### src/rtl/fur_pkg.sv
// Shared types, constants and CRC helper functions of the firmware update receiver.
`default_nettype none

package fur_pkg;

  // Chunk geometry and limits
  localparam int unsigned MaxChunkBytes = 16;
  localparam int unsigned AddrW         = 24;
  localparam int unsigned CountW        = 5;
  localparam int unsigned ChunksW       = 14;

  localparam logic [31:0]        CrcPoly    = 32'hEDB8_8320;
  localparam logic [31:0]        CrcStart   = 32'hFFFF_FFFE;
  localparam logic [11:0]        SectorMask = 12'hFFF;
  localparam logic [ChunksW-1:0] LimitLong  = 14'h3FFF;
  localparam logic [ChunksW-1:0] LimitShort = 14'h0FFF;
  localparam logic [7:0]         PatchMatch = 8'h4B;  // ASCII 'K'
  localparam logic [7:0]         PatchValue = 8'hFF;
  localparam logic [CountW-1:0]  LongChunk  = 5'd16;
  localparam logic [CountW-1:0]  ShortChunk = 5'd4;
  localparam logic [7:0]         BankLimit  = 8'd3;

  typedef enum logic [1:0] {
    OP_START  = 2'd0,
    OP_BANK   = 2'd1,
    OP_CHUNK  = 2'd2,
    OP_COMMIT = 2'd3
  } op_e;

  typedef enum logic [2:0] {
    RK_NONE        = 3'd0,
    RK_SESSION_ACK = 3'd1,
    RK_CHUNK_ACK   = 3'd2,
    RK_REFUSED     = 3'd3,
    RK_BANK_REPLY  = 3'd4,
    RK_COMMIT      = 3'd5
  } reply_kind_e;

  typedef struct packed {
    op_e         operation;
    logic [7:0]  seq_in;
    logic [7:0]  bank_request;
    logic [4:0]  chunk_count;
    logic [63:0] chunk_low;
    logic [63:0] chunk_high;
    logic [31:0] crc_first;
    logic [31:0] crc_second;
  } in_item_t;

  typedef struct packed {
    reply_kind_e reply_kind;
    logic [7:0]  seq_out;
    logic        bank_ok;
    logic        commit_fail;
    logic        erase_now;
    logic        program_now;
    logic [23:0] flash_address;
    logic [4:0]  program_count;
    logic [63:0] program_low;
    logic [63:0] program_high;
    logic        image_done;
  } out_item_t;

  // One reflected CRC step over a whole byte, from a zero register
  function automatic logic [31:0] crc_spread_f(input logic [31:0] v_in);
    logic [31:0] v;
    v = v_in;
    for (int b = 0; b < 8; b++) begin
      v = v[0] ? ((v >> 1) ^ CrcPoly) : (v >> 1);
    end
    return v;
  endfunction

  // Slicing basis: contribution of bit j of a byte followed by k zero bytes.
  // Only called with constant arguments.
  function automatic logic [31:0] crc_basis_f(input int unsigned k, input int unsigned j);
    logic [31:0] v;
    v = crc_spread_f(32'(1) << j);
    for (int unsigned z = 0; z < k; z++) begin
      v = (v >> 8) ^ crc_spread_f({24'd0, v[7:0]});
    end
    return v;
  endfunction

endpackage

`default_nettype wire

### src/rtl/fur_crc_lane.sv
// One CRC byte lane: contribution of its byte to the chunk's CRC by position.
`default_nettype none

module fur_crc_lane #(
  parameter int unsigned LANE = 0
) (
  input  logic [7:0]  lane_byte_i,
  input  logic [4:0]  chunk_count_i,
  output logic [31:0] contrib_o
);
  import fur_pkg::*;

  localparam logic [CountW-1:0] LaneNext = CountW'(LANE + 1);

  logic [31:0] basis_w [MaxChunkBytes][8];
  logic [3:0]  trail_w;
  logic        active_w;
  logic [31:0] acc_w;

  // Constant basis, folded at elaboration
  for (genvar k = 0; k < MaxChunkBytes; k++) begin : g_tail
    for (genvar j = 0; j < 8; j++) begin : g_bit
      assign basis_w[k][j] = crc_basis_f(k, j);
    end
  end

  // Zero bytes that follow this lane's byte within the chunk
  assign active_w = (chunk_count_i >= LaneNext);
  assign trail_w  = 4'(chunk_count_i - LaneNext);

  always_comb begin
    acc_w = '0;
    for (int j = 0; j < 8; j++) begin
      if (lane_byte_i[j]) begin
        acc_w = acc_w ^ basis_w[trail_w][j];
      end
    end
  end

  assign contrib_o = active_w ? acc_w : '0;

endmodule

`default_nettype wire

### src/rtl/fur_crc_unit.sv
// Sixteen CRC lanes and the XOR merge that gives the CRC after a whole chunk.
`default_nettype none

module fur_crc_unit (
  input  logic [31:0] crc_i,
  input  logic [63:0] chunk_low_i,
  input  logic [63:0] chunk_high_i,
  input  logic [4:0]  chunk_count_i,
  output logic [31:0] crc_o
);
  import fur_pkg::*;

  logic [7:0]  lane_byte_w [MaxChunkBytes];
  logic [31:0] contrib_w   [MaxChunkBytes];
  logic [31:0] carry_w;
  logic [31:0] merge_w;

  // The low four bytes fold in the running register
  for (genvar i = 0; i < MaxChunkBytes; i++) begin : g_lane
    if (i < 4) begin : g_head
      assign lane_byte_w[i] = chunk_low_i[8*i +: 8] ^ crc_i[8*i +: 8];
    end else if (i < 8) begin : g_low
      assign lane_byte_w[i] = chunk_low_i[8*i +: 8];
    end else begin : g_high
      assign lane_byte_w[i] = chunk_high_i[8*(i-8) +: 8];
    end

    fur_crc_lane #(
      .LANE(i)
    ) u_lane (
      .lane_byte_i  (lane_byte_w[i]),
      .chunk_count_i(chunk_count_i),
      .contrib_o    (contrib_w[i])
    );
  end

  // Register bits not consumed by a short chunk shift through
  always_comb begin
    unique case (chunk_count_i)
      5'd0:    carry_w = crc_i;
      5'd1:    carry_w = crc_i >> 8;
      5'd2:    carry_w = crc_i >> 16;
      5'd3:    carry_w = crc_i >> 24;
      default: carry_w = '0;
    endcase
  end

  // Merge
  always_comb begin
    merge_w = carry_w;
    for (int i = 0; i < MaxChunkBytes; i++) begin
      merge_w = merge_w ^ contrib_w[i];
    end
  end

  assign crc_o = merge_w;

endmodule

`default_nettype wire

### config.mk
export PLATFORM = sky130hd
export DESIGN_NAME = fur_crc_unit
export DESIGN_NICKNAME = d
export VERILOG_FILES = /design/src/rtl/fur_pkg.sv /design/src/rtl/fur_crc_lane.sv /design/src/rtl/fur_crc_unit.sv
export SDC_FILE = /design/constraint.sdc
export NUM_CORES = 2
export LEC_CHECK = 0
export BUFFER_PORTS_ARGS = -buffer_cell sky130_fd_sc_hd__buf_2
export CAP_MARGIN = 25
export CELL_PAD_IN_SITES_DETAIL_PLACEMENT = 2
export CELL_PAD_IN_SITES_GLOBAL_PLACEMENT = 2
export CORE_UTILIZATION = 25
export DETAILED_ROUTE_END_ITERATION = 10
export PLACE_DENSITY = 0.68
export SYNTH_ARGS = -nofsm -noshare
export SYNTH_HDL_FRONTEND = slang
export SYNTH_SLANG_ARGS = --single-unit
### constraint.sdc
create_clock -name vclk -period 9.5
set_input_delay 0.475 -clock vclk [all_inputs]
set_output_delay 0.475 -clock vclk [all_outputs]
set_load 0.03 [all_outputs]
# Word-level counts from Yosys, hierarchy flattened
# Memories as Yosys holds them, arrays and structs flattened.
# Cells that the tools add are included.
dict set report op_classes {
  n_addsub 16
  n_mux 177
  bitwise 148
  reduce_logical 1
  eq_ne 3
  order_cmp 32
}
# operator count
set ops {}
lappend ops {{256-bit two-way mux} 32}
lappend ops {{32-bit two-way mux} 144}
lappend ops {{32-bit XOR} 128}
lappend ops {{32-bit one-hot mux with 4 select lines} 1}
lappend ops {{5-bit greater-or-equal comparator, second input constant} 17}
lappend ops {{4-bit NOT with 5-bit output} 16}
lappend ops {{5-bit by 4-bit greater-or-equal comparator with 1-bit output, second input constant} 8}
lappend ops {{4-bit subtractor, second input constant} 8}
lappend ops {{8-bit XOR} 4}
lappend ops {{5-bit by 3-bit greater-or-equal comparator with 1-bit output, second input constant} 4}
lappend ops {{4-bit by 3-bit subtractor with 4-bit output, second input constant} 4}
lappend ops {{5-bit by 2-bit == test with 1-bit output, second input constant} 2}
lappend ops {{5-bit by 2-bit greater-or-equal comparator with 1-bit output, second input constant} 2}
lappend ops {{4-bit by 1-bit subtractor with 4-bit output, second input constant} 2}
lappend ops {{4-bit by 2-bit subtractor with 4-bit output, second input constant} 2}
lappend ops {{5-bit by 1-bit == test with 1-bit output, second input constant} 1}
lappend ops {{5-bit by 1-bit greater-or-equal comparator with 1-bit output, second input constant} 1}
lappend ops {{5-bit zero test} 1}
dict set report word_totals {
  mem_count 16
  reg_bits 0
  mem_bits_ro 65536
}
# memory depth word_bits rd rd_clocked_by_memory_dff wr line_no
set mem_list {}
lappend mem_list {{(name not given)} 16 256 1 0 0 fur_crc_lane.sv:35} ;# acc_w = acc_w ^ basis_w[trail_w][j];
lappend mem_list {{(name not given)} 16 256 1 0 0 fur_crc_lane.sv:35}
lappend mem_list {{(name not given)} 16 256 1 0 0 fur_crc_lane.sv:35}
lappend mem_list {{(name not given)} 16 256 1 0 0 fur_crc_lane.sv:35}
lappend mem_list {{(name not given)} 16 256 1 0 0 fur_crc_lane.sv:35}
lappend mem_list {{(name not given)} 16 256 1 0 0 fur_crc_lane.sv:35}
lappend mem_list {{10 more memories} -- -- -- -- -- --}

# Longest topological paths before layout
dict set report depth {
  ltp_word 37
  depth_mapped 32
}

# By module
# From an unflattened synthesis, not the netlist that was laid out.
dict set report hier_totals {
  cells_unflattened 16468
  hier_area_um2 112409.1
}
# mod instances seq_area_each_um2 area_each_um2 cells_per_inst
set by_module_without_submodules {}
lappend by_module_without_submodules {{fur_crc_lane (g_lane[8].u_lane)} 1 0.0 7688.6 1082}
lappend by_module_without_submodules {{fur_crc_lane (g_lane[14].u_lane)} 1 0.0 7408.4 1138}
lappend by_module_without_submodules {{fur_crc_lane (g_lane[6].u_lane)} 1 0.0 7289.5 1101}
lappend by_module_without_submodules {{fur_crc_lane (g_lane[2].u_lane)} 1 0.0 7170.6 1093}
lappend by_module_without_submodules {{fur_crc_lane (g_lane[4].u_lane)} 1 0.0 7138.1 1045}
lappend by_module_without_submodules {{fur_crc_lane (g_lane[12].u_lane)} 1 0.0 6984.2 1030}
lappend by_module_without_submodules {{fur_crc_lane (g_lane[10].u_lane)} 1 0.0 6965.4 1098}
lappend by_module_without_submodules {{fur_crc_lane (g_lane[0].u_lane)} 1 0.0 6731.5 1053}
lappend by_module_without_submodules {{fur_crc_lane (g_lane[1].u_lane)} 1 0.0 6556.3 893}
lappend by_module_without_submodules {{fur_crc_lane (g_lane[5].u_lane)} 1 0.0 6449.9 905}
lappend by_module_without_submodules {{fur_crc_lane (g_lane[9].u_lane)} 1 0.0 6309.8 873}
lappend by_module_without_submodules {{fur_crc_lane (g_lane[7].u_lane)} 1 0.0 6252.2 929}
lappend by_module_without_submodules {{fur_crc_lane (g_lane[13].u_lane)} 1 0.0 6218.5 884}
lappend by_module_without_submodules {{fur_crc_lane (g_lane[15].u_lane)} 1 0.0 6062.1 911}
lappend by_module_without_submodules {{3 more rows} -- -- -- --}

# Worst setup path after synthesis
# No wires, ideal clock.
dict set report synth_timing {
  path_kind {input-to-output}
  start {in chunk_count_i[0]}
  end {out crc_o[0]}
  n_path_buf 14
  path_slack_ns 1.655
  cell_stages 29
  t_arrival_ns 7.370
  path_cell_list {buf_2 buf_4 buf_4 buf_4 clkinv_1 clkbuf_1 buf_2 buf_2 ha_1 clkbuf_1 inv_1 clkbuf_1 buf_1 ha_1 buf_2 inv_1 clkbuf_1 clkbuf_1 buf_1 ha_1 nand2_1 o22ai_1 xnor3_1 xnor3_1 nor2_1 xnor2_1 xnor2_1 xnor2_1 xnor3_1}
}
dict set report synth_via {
  elab_chain_len 37
  word_cells_on_any_way 373
  cone_classes {16 x add/sub; 16 x order compare; 3 x eq/ne; 177 x mux; 144 x bitwise; 1 x reduce/logical; 16 x memory}
}
# element line_no
set synth_rtl {}
lappend synth_rtl {{from (decl)} fur_crc_unit.sv:8} ;# input logic [4:0] chunk_count_i,
lappend synth_rtl {{4-bit by 1-bit subtractor with 4-bit output} fur_crc_lane.sv:29} ;# assign trail_w = 4'(chunk_count_i - LaneNext);
lappend synth_rtl {{4-bit NOT with 5-bit output (not written as such)} fur_crc_lane.sv:35}
lappend synth_rtl {{memory 16 x 256 bit} --}
lappend synth_rtl {{256-bit two-way mux (not written as such) (2 in a row)} fur_crc_lane.sv:35}
lappend synth_rtl {{32-bit two-way mux} fur_crc_lane.sv:34} ;# if (lane_byte_i[j]) begin
lappend synth_rtl {{32-bit XOR} fur_crc_lane.sv:35}
lappend synth_rtl {{32-bit two-way mux} fur_crc_lane.sv:34}
lappend synth_rtl {{32-bit XOR} fur_crc_lane.sv:35}
lappend synth_rtl {{(+6 left out)} --}
lappend synth_rtl {{32-bit two-way mux} fur_crc_lane.sv:34}
lappend synth_rtl {{32-bit XOR} fur_crc_lane.sv:35}
lappend synth_rtl {{32-bit two-way mux} fur_crc_lane.sv:34}
lappend synth_rtl {{32-bit XOR} fur_crc_lane.sv:35}
lappend synth_rtl {{32-bit two-way mux} fur_crc_lane.sv:34}
lappend synth_rtl {{32-bit two-way mux} fur_crc_lane.sv:40} ;# assign contrib_o = active_w ? acc_w : '0;
lappend synth_rtl {{32-bit XOR (15 in a row)} fur_crc_unit.sv:52} ;# merge_w = merge_w ^ contrib_w[i];
lappend synth_rtl {{32-bit XOR *} fur_crc_unit.sv:52}
lappend synth_rtl {{to (decl)} fur_crc_unit.sv:9} ;# output logic [31:0] crc_o
# Every way passes the cells marked *; elsewhere a longest branch is shown, timed or not. The select of a mux whose other input is x is not followed.

# Final worst setup path
dict set report layout_timing {
  start {in chunk_count_i[2]}
  end {out crc_o[4]}
}
# Same word-level chain as after synthesis.

==> run summary <==
## Critical path
- Critical Path RT: 9.03 ns
- CP dominant cell by count: sky130_fd_sc_hd__xnor3_1
- CP max-delay cell: sky130_fd_sc_hd__xnor3_1
- crit path cell chain: buf_8, inv_4, ha_4, buf_4, or2_2, nand3_1, nand3_1, xor2_1, xnor2_1, xnor3_1, nand2_1, xnor2_1, xnor3_1, xor3_1, xnor3_1, buf_2
- slowest cell delay on critical path: 0.84 ns
- CP startpoint kind: input pin
- worst-path fanout max: 45
- endpoint kind of the worst setup timing path: output pin
- critical path arrival: 8.16 ns
- start-to-end type of the worst setup path: in -> out

## GRT
- maximum number of pins on one net before global-route repair: 135
- number of antenna violations at the first check in global routing: 98
- total track usage: 0.393
- number of global-route vias before repair: 112,000
- GRT overflow: 0
- wire length of the first global-routing pass: 1000 mm

## Timing
- minimum setup slack in the final design: 0.869 ns
- minimum hold slack: 2.36 ns
- share of the clock period used by the worst path: 0.909
- Slew headroom: 0.121
- Max Clock Freq: 116 MHz
- Final Critical Period: 8.63 ns
- final setup violating endpoints: 0
- count of final hold-check violations: 0
- Max Slew Vio Count: 0
- RSZ-0062 raised after global routing: false
- slew at the pin with the worst max-slew slack: 1.28 ns
- accumulated negative setup slack: 0 ns

## Drt
- number of remaining DRC errors: 0
- post-detailed-routing wire length: 757 mm
- via count: 117,000
- TritonRoute pass-1 iters: 10
- Initial DRC Count: 18,700
- average vias per placed instance: 6.46
- Post-DRT Antenna Nets: 0
- Avg WL per Cell: 41.7 um

## Yosys
- cell types occupying the most area after synthesis: sky130_fd_sc_hd__xnor2_1 (24%), sky130_fd_sc_hd__nand2_1 (11%), sky130_fd_sc_hd__xnor3_1 (8.8%)
- post-synth cell types: 110
- number of warning messages in the yosys log: 0
- Synth Instances: 13,800
- mean instance size in the synthesized netlist: 6.64 um2
- synthesized net count: 14,000
- most used standard cells in the synthesized netlist: sky130_fd_sc_hd__nand2_1 (2,557), sky130_fd_sc_hd__xnor2_1 (2,552), sky130_fd_sc_hd__nor2_1 (1,262)
- most common cell in the netlist: sky130_fd_sc_hd__nand2_1
- Post-Synthesis Cell Area: 91,300 um2
- area leader, netlist: sky130_fd_sc_hd__xnor2_1
- post-synthesis sequential area ratio: 0
- area share of the largest cell type after synthesis: 0.245

## Hold path
- Hold Path Cell Cnt: 9
- worst hold path startpoint: chunk_low_i[49]
- hold path endpoint: crc_o[15]
- worst min-delay path category: in -> out

## Cells and area
- cell area after layout: 98,400 um2
- sequential cell area in the final layout: 0 um2
- total number of sequential cells: 0
- total number of nets in the final design: 13,500
- fraction of final layout cells sized beyond drive strength 1: 0.0933
- total of fill cells in the finished design: 44,200
- P&R area growth vs syn: 7.78%
- final-layout clock buffer total: 0

## Floorplanning
- row count: 221
- number of I/O pins: 197
- area enclosed by the die boundary: 367,000 um2
- effective utilization at floorplan: 0.252
- Die Y-Extent: 606 um
- area of the core: 363,000 um2
- Horiz. Die Dim: 606 um

## Placement
- DP Area: 98,000 um2
- global placer's final weighted congestion: 1.07
- post-placement setup slack: 1.45 ns
- # port buffers: 197
- dpl hpwl: 557 mm

## CTS
- post-CTS setup buffer count: 0
- hold buffers post-CTS: 0
- post-cts resize count: 0

## Status
- outcome: finished clean

## Run
- number of violations of the max-capacitance limit: 0

[placed cells by master, fill, tap and decap left out, types with 37 or more instances in the layout]
| cell type | instances |
|---|---|
| sky130_fd_sc_hd__nor2b_1 | 103 |
| sky130_fd_sc_hd__nand2_1 | 2554 |
| sky130_fd_sc_hd__o211ai_1 | 337 |
| sky130_fd_sc_hd__and2_1 | 70 |
| sky130_fd_sc_hd__xnor2_1 | 2518 |
| sky130_fd_sc_hd__nand3_1 | 665 |
| sky130_fd_sc_hd__xnor3_1 | 357 |
| sky130_fd_sc_hd__o31ai_1 | 74 |
| sky130_fd_sc_hd__ha_1 | 56 |
| sky130_fd_sc_hd__a21boi_0 | 47 |
| sky130_fd_sc_hd__o21ai_1 | 41 |
| sky130_fd_sc_hd__diode_2 | 59 |
| sky130_fd_sc_hd__a21oi_1 | 505 |
| sky130_fd_sc_hd__mux2_2 | 80 |
| sky130_fd_sc_hd__a311oi_1 | 40 |
| sky130_fd_sc_hd__o21ai_0 | 893 |
| sky130_fd_sc_hd__nor3_1 | 295 |
| sky130_fd_sc_hd__a22oi_1 | 56 |
| sky130_fd_sc_hd__mux2i_1 | 327 |
| sky130_fd_sc_hd__or2_2 | 47 |
| sky130_fd_sc_hd__buf_2 | 197 |
| sky130_fd_sc_hd__o311ai_0 | 130 |
| sky130_fd_sc_hd__a31oi_1 | 74 |
| sky130_fd_sc_hd__o221ai_1 | 60 |
| sky130_fd_sc_hd__a211oi_1 | 121 |
| sky130_fd_sc_hd__xor2_1 | 730 |
| sky130_fd_sc_hd__buf_12 | 37 |
| sky130_fd_sc_hd__o22ai_1 | 56 |
| sky130_fd_sc_hd__buf_4 | 612 |
| sky130_fd_sc_hd__nor2_1 | 1249 |
| sky130_fd_sc_hd__inv_1 | 41 |
| sky130_fd_sc_hd__nand2b_1 | 120 |
[metal layers]
| metal | part of all wire | vias up | GRT usage |
|---|---|---|---|
| li1 | - | 45900 | - |
| met1 | 0.37 | 59200 | 0.479 |
| met2 | 0.39 | 9200 | 0.545 |
| met3 | 0.13 | 2701 | 0.141 |
| met4 | 0.10 | 42 | 0.333 |
| met5 | 0.00040 | - | 0.000392 |
[through the flow]
| step | util | instances |
|---|---|---|
| 2_1_floorplan | - | 13800 |
| 3_3_place_gp | 0.269 | 18000 |
| 3_5_place_dp | 0.270 | 18100 |
| 4_1_cts | 0.270 | 18100 |
| 5_1_grt | 0.271 | 18100 |
| 6_report | 0.271 | 18100 |
[how the worst max path moves through the flow]
| stage | start | end | cells after the start |
|---|---|---|---|
| after floorplan | chunk_count_i[0] | crc_o[0] | 29 |
| after global placement | chunk_count_i[1] | crc_o[4] | 16 |
| after detailed placement | chunk_count_i[1] | crc_o[4] | 17 |
| after CTS | chunk_count_i[1] | crc_o[4] | 17 |
| after global routing | chunk_count_i[1] | crc_o[4] | 17 |
| final | chunk_count_i[2] | crc_o[4] | 16 |
[logic make-up (layout without fill, tap and decap cells)]
| logic type | Yosys count | count (layout) | synth area share |
|---|---|---|---|
| fa+ha+maj | 78 | 78 | 0.0109 |
| compound gates | 2794 | 2794 | 0.197 |
| mux | 450 | 450 | 0.0550 |
| xor+xnor | 3679 | 3679 | 0.410 |
| simple gates | 5350 | 5350 | 0.251 |
| other cells | 0 | 59 | 0 |
| buf+inv | 1402 | 928 | 0.0764 |
[final cells by class]
type	count	area (um2)	share of cell area
multi-input combinational	12400	85400	0.868
timing repair buffer	869	6620	0.0673
tap	4794	6000	0.0610
antenna	59	148	0.00150
inverter	59	233	0.00237
[worst max-delay path: cells and delay by family]
family	cells	cell delay [ns]
xor gates and xnor gates	7	3.16
and+or+nand+nor	4	1.91
buffers and inverters	4	1.53
adders and majority gates	1	0.80
